File: src/page_bitmap_allocator_defines.svh
// Assertion macros for the page bitmap allocator.
// No dependencies; included by files that carry assertions.
`ifndef PAGE_BITMAP_ALLOCATOR_DEFINES_SVH
`define PAGE_BITMAP_ALLOCATOR_DEFINES_SVH
`ifndef ASSERT_OFF
`define PBA_ASSERT(lbl, clk, rstn, prop) \
    lbl: assert property (@(posedge clk) disable iff (!rstn) prop) \
        else $error("pba assertion failed");
`define PBA_ASSERT_ALWAYS(lbl, clk, prop) \
    lbl: assert property (@(posedge clk) prop) \
        else $error("pba assertion failed");
`else
`define PBA_ASSERT(lbl, clk, rstn, prop)
`define PBA_ASSERT_ALWAYS(lbl, clk, prop)
`endif
`endif

File: src/pba_pkg.sv
// Shared constants, codes and types of the page bitmap allocator.
// No dependencies.
package pba_pkg;
    localparam int MAX_PAGES     = 65536;
    localparam int MAP_WORD_BITS = 64;
    localparam int MAP_WORDS     = MAX_PAGES / MAP_WORD_BITS;
    localparam int WORD_AW       = $clog2(MAP_WORDS);
    localparam int BIT_W         = $clog2(MAP_WORD_BITS);
    localparam int CHUNK         = 8;
    localparam int CHUNK_W       = $clog2(CHUNK);
    localparam int PAGE_W        = 16;
    localparam int CNT_W         = 17;
    localparam int CMD_W         = 2;
    localparam int STAT_W        = 2;
    localparam int APB_AW        = 3;
    localparam int APB_DW        = 32;

    localparam logic [CMD_W-1:0] CMD_ALLOC   = 2'd0;
    localparam logic [CMD_W-1:0] CMD_FREE    = 2'd1;
    localparam logic [CMD_W-1:0] CMD_RESERVE = 2'd2;

    localparam logic [STAT_W-1:0] ST_OK    = 2'd0;
    localparam logic [STAT_W-1:0] ST_NOFIT = 2'd1;
    localparam logic [STAT_W-1:0] ST_BAD   = 2'd2;

    localparam logic REG_TOTAL = 1'b0;
    localparam logic REG_START = 1'b1;

    localparam logic [CNT_W-1:0]  TOTAL_RST = 17'd65536;
    localparam logic [PAGE_W-1:0] START_RST = 16'd512;

    typedef struct packed {
        logic [CNT_W-1:0]  total_pages;
        logic [PAGE_W-1:0] search_start;
    } t_cfg;
endpackage

File: src/pba_cfg.sv
// APB configuration registers: page count and search start.
// Depends on pba_pkg.
module pba_cfg import pba_pkg::*; (
    input  logic              i_clk,
    input  logic              i_rst_n,
    input  logic              psel,
    input  logic              penable,
    input  logic              pwrite,
    input  logic [APB_AW-1:0] paddr,
    input  logic [APB_DW-1:0] pwdata,
    output logic [APB_DW-1:0] prdata,
    output logic              pready,
    output t_cfg              o_cfg
);
    logic [CNT_W-1:0]  r_total;
    logic [PAGE_W-1:0] r_start;
    logic              w_wr;

    assign w_wr   = psel && penable && pwrite;
    assign pready = 1'b1;

    always_ff @(posedge i_clk) begin
        if (!i_rst_n) begin
            r_total <= TOTAL_RST;
            r_start <= START_RST;
        end else if (w_wr) begin
            case (paddr[2])
                REG_TOTAL: r_total <= pwdata[CNT_W-1:0];
                REG_START: r_start <= pwdata[PAGE_W-1:0];
                default: ;
            endcase
        end
    end

    always_comb begin
        case (paddr[2])
            REG_TOTAL: prdata = APB_DW'(r_total);
            REG_START: prdata = APB_DW'(r_start);
            default:   prdata = '0;
        endcase
    end

    assign o_cfg = '{total_pages: r_total, search_start: r_start};
endmodule

File: config.mk
export PLATFORM = sky130hd
export DESIGN_NAME = pba_cfg
export DESIGN_NICKNAME = d
export VERILOG_FILES = /design/src/page_bitmap_allocator_defines.svh /design/src/pba_pkg.sv /design/src/pba_cfg.sv
export SDC_FILE = /design/constraint.sdc
export NUM_CORES = 1
export LEC_CHECK = 0
export BUFFER_PORTS_ARGS = -buffer_cell sky130_fd_sc_hd__buf_2
export CORE_UTILIZATION = 38
export CTS_CLUSTER_DIAMETER = 30
export DETAILED_ROUTE_END_ITERATION = 10
export PLACE_DENSITY = 0.74
export SYNTH_ARGS = -nofsm -noshare
export SYNTH_HDL_FRONTEND = slang
export SYNTH_SLANG_ARGS = --single-unit
File: constraint.sdc
create_clock -name i_clk -period 0.9 [get_ports i_clk]
set_input_delay 0.045 -clock i_clk [delete_from_list [all_inputs] [get_ports i_clk]]
set_output_delay 0.045 -clock i_clk [all_outputs]
set_load 0.02 [all_outputs]
-- Word-level counts from Yosys, hierarchy flattened
Index checks and enable logic that the tools add are counted.
- logic and storage cells: 8
- output and inout bits: 66
- bits in registers: 33
- bits of input ports: 40
- muxes and demuxes: 1
- bitwise gates (word level): 1
- reductions and logical operators: 4
- operators with widths (kind ; number):
    $pmux 32 s2 ; 1
    $reduce_and 2->1 ; 2
    $logic_and 1x1->1 ; 2
    $not 1->1 ; 1

-- Depth between registers and ports, before layout
- depth after elaboration: 3
- mapped depth: 5
- gate-level depth less buffers: 2

-- Worst setup path after synthesis
Ideal clock, no wire load.
- path kind: input to register
- start point: input port paddr[2]
- end point: register r_total[1]
- library setup time: 0.072 ns
- cell stages on the path: 5
- slack: -0.028 ns
- buffers on the path: 3
- arrival: 0.856 ns
- data required time: 0.828 ns
- cell sequence: buf_6 -> and4b_1 -> buf_6 -> buf_12 -> mux2i_1
- cells in the longest elaborated chain, start to end: 2
- ends and longest elaborated chain (what ; RTL line ; text):
    from (decl) ; pba_cfg.sv:9 ; input logic [APB_AW-1:0] paddr,
    $not 1->1 (no line) ; - ;
    $reduce_and 2->1 (no line) ; - ;
    to (signal assigned) ; pba_cfg.sv:28 ; REG_TOTAL: r_total <= pwdata[CNT_W-1:0];
    to (decl) ; pba_cfg.sv:15 ; logic [CNT_W-1:0] r_total;
No other way between the ends.
A chain may end at the register's enable or synchronous reset.

-- Worst setup path after layout
- start point: register r_total[15]
- end point: output port prdata[15]
- cells in the longest elaborated chain, start to end: 1
- ends and longest elaborated chain (what ; RTL line ; text):
    $pmux 32 s2 ; pba_cfg.sv:36 ; case (paddr[2])
    to (decl) ; pba_cfg.sv:11 ; output logic [APB_DW-1:0] prdata,
No other way between the ends. The select of a mux whose other input is x is not followed.

==> summary.md <==
| Metric | Value |
|---|---|
| Layout cells sized above 1 | `0.612` |
| Post-synth top cells | `nand2_1, dfxtp_1, mux2i_1, buf_4, mux2_2` |
| Antenna violations before repair | `0` |
| Post-synth EDFFs | `0` |
| Pre-CTS WS | `-0.101 ns` |
| Share of the synthesized area in the top cell type | `0.410` |
| Design area | `2650 um2` |
| Count of final setup violators | `17` |
| HP Start | `pwdata[16]` |
| Most common cell in the netlist | `nand2_1` |
| Critical-path cell list | `mux2_4 -> buf_6` |
| Synth area leaders | `dfxtp_1, mux2i_1, mux2_2` |
| # clock sinks | `33` |
| Worst endpoint required time | `0.85 ns` |
| Total number of vias | `1436` |
| # fillers | `324` |
| Pre-antenna DRT Iters | `4` |
| Hold slack final | `0.0271 ns` |
| Synth Instances | `165` |
| Final total power | `0.00319 W` |
| Layout area overhead | `64.2%` |
| Met2 usage | `0.329` |
| Synth async-reset ratio | `0` |
| Setup crit start | `r_total[15]$_SDFFE_PN0P_` |
| M1 GR Usage | `0.199` |
| Power per Cell Area | `1200 nW/um2` |
| DPL Wire Length | `2.34 mm` |
| Height of the chip | `67.1 um` |
| Min-delay worst type | `in2reg` |
| Clock transition at path regs | `0.07 ns` |
| Failing checks | `negative setup slack` |
| Initial Util | `0.400` |
| Gpl congestion | `0.713` |
| Part of the Yosys area used for sequential elements | `0.410` |
| GR met3 Demand/Resource | `0.0591` |
| Main flop type after synthesis | `dfxtp_1` |
| Mapped cell area | `1610 um2` |
| Final wirelength | `3.87 mm` |
| Area of the core | `4030 um2` |
| Average wire per standard cell | `12.4 um` |
| Die W | `67.1 um` |
| Tmin final | `1.05 ns` |
| Crit-path max FO | `2` |
| Worst Clk Skew | `0 ns` |
| Critical Path AT | `1.01 ns` |
| CP max stage delay | `0.33 ns` |
| Final Max Slew Viols | `0` |
| Hold_buf cts | `0` |
| Most used routing layer in global routing | `met2` |
| Largest net degree at the start of global routing | `27` |
| Static leakage | `1.34 nW` |
| First DRT Iteration DRCs | `32` |
| Status | `finished, violations left` |
| Gr ovfl total | `0` |
| GRT Total Usage | `0.182` |
| CTS Buffer Depth | `2` |
| Ant. Diodes | `0` |
| YS warnings | `0` |
| Via density | `4.59` |
| Setup TNS | `-2.26 ns` |
| Crit share post-route | `1.17` |
| Worst Setup Start Kind | `flop` |
| Fmax achieved | `0.951 GHz` |
| CTS Buf Count | `5` |
| Number of nets still failing antenna checks after routing | `0` |
| Final setup margin | `-0.152 ns` |
| I/O pins | `106` |
| VDD IR-drop max | `793 uV` |
| Mean area per synthesized cell | `9.77 um2` |
| Library cells used by synthesis | `13` |
| Worst-Skew Late Latency | `0.27 ns` |
| I/O Buffers | `72` |
| DRC Markers | `0` |
| First-pass GRT wire length | `6.03 mm` |
| Die area | `4510 um2` |
| Yosys reg bits | `33` |
| RSZ-0062 raised after global routing | `yes` |
| CP Capture Type | `output pin` |
| # rows | `23` |
| Placed instance area | `1960 um2` |
| Final net count | `303` |
| Root Driver | `clkbuf_8` |
| Reg-to-Reg Start | `r_total[5]$_SDFFE_PN0P_` |
| Slowest cell on crit path | `dfxtp_2` |
| Vias in the first global route | `1377` |
| Max Cap Viol | `0` |
| H-tree depth | `2` |
| Leading area contributor after synthesis | `dfxtp_1` |
| Fin. Hold Viols | `0` |
| CTS tree | `done` |
| Critical path class | `reg2out` |
cells by family after synthesis:
kind of cell           after synthesis  synth area share
buffers and inverters               27             0.121
flip-flops                          33             0.410
multiplexers                        49             0.317
other                                2           0.00466
AND/OR/NAND/NOR                     54             0.148
path summary, 6_finish.rpt:
check | to | slack, ns | depth (start not counted)
worst max-delay path | prdata[15] | -0.15 | 2
worst min-delay path | r_total[16]$_SDFFE_PN1P_ | 0.03 | 3
worst max register to register | r_total[5]$_SDFFE_PN0P_ | 0.12 | 4
worst min register to register | r_start[10]$_SDFFE_PN0P_ | 0.47 | 2
registers in the layout (all words and copies together) (netlist names):
register,count
r_start,16
r_total,17
cells in the final DEF (no fill, tap or decap):
| cell | Yosys | final |
|---|---|---|
| nor2b_4 | 0 | 1 |
| buf_12 | 1 | 1 |
| conb_1 | 2 | 16 |
| mux2_2 | 16 | 4 |
| mux2_4 | 0 | 12 |
| buf_6 | 2 | 59 |
| buf_4 | 16 | 12 |
| clkbuf_8 | 0 | 6 |
| clkbuf_1 | 6 | 1 |
| dfxtp_2 | 0 | 33 |
| nand4_4 | 1 | 1 |
| nand2_1 | 47 | 47 |
| and4b_1 | 1 | 1 |
| buf_2 | 2 | 32 |
| mux2i_1 | 33 | 33 |
| nor2b_1 | 5 | 4 |
report_power, final:
part           internal [W]  total [W]  switching, W
clock              0.000606    0.00110      0.000497
sequential          0.00150    0.00152     0.0000228
combinational      0.000263   0.000563      0.000300
worst max-delay path: cells and delay by family, from the launching register on:
family / cells / cell delay (ns)
mux: 1 / 0.27
flops: 1 / 0.33
buf+inv: 1 / 0.13
layer usage:
metal / part of all wire / routed length (um)
met4: 0.0046 / 18
met3: 0.049 / 189
met2: 0.54 / 2110
met1: 0.40 / 1560
met5: 0 / 0
layout make-up:
type | instances | area (um2) | area share
Sequential cell | 33 | 702 | 0.265
Timing Repair Buffer | 104 | 935 | 0.353
Multi-Input combinational cell | 119 | 862 | 0.326
Clock buffer | 7 | 86.3 | 0.0326
Tap cell | 50 | 62.6 | 0.0236
what timing repair did:
item / in CTS / in global routing
gates resized for setup: 122 / 26
setup buffers: 23 / 6
endpoints found under the setup margin: 17 / 40
pin swaps: 0 / 0
stage by stage:
step	cells	util
5_1_grt	313	0.657
4_1_cts	311	0.633
3_5_place_dp	281	0.486
3_3_place_gp	281	0.486
2_1_floorplan	179	-
6_report	313	0.657
(Power assumes the default switching activity.)
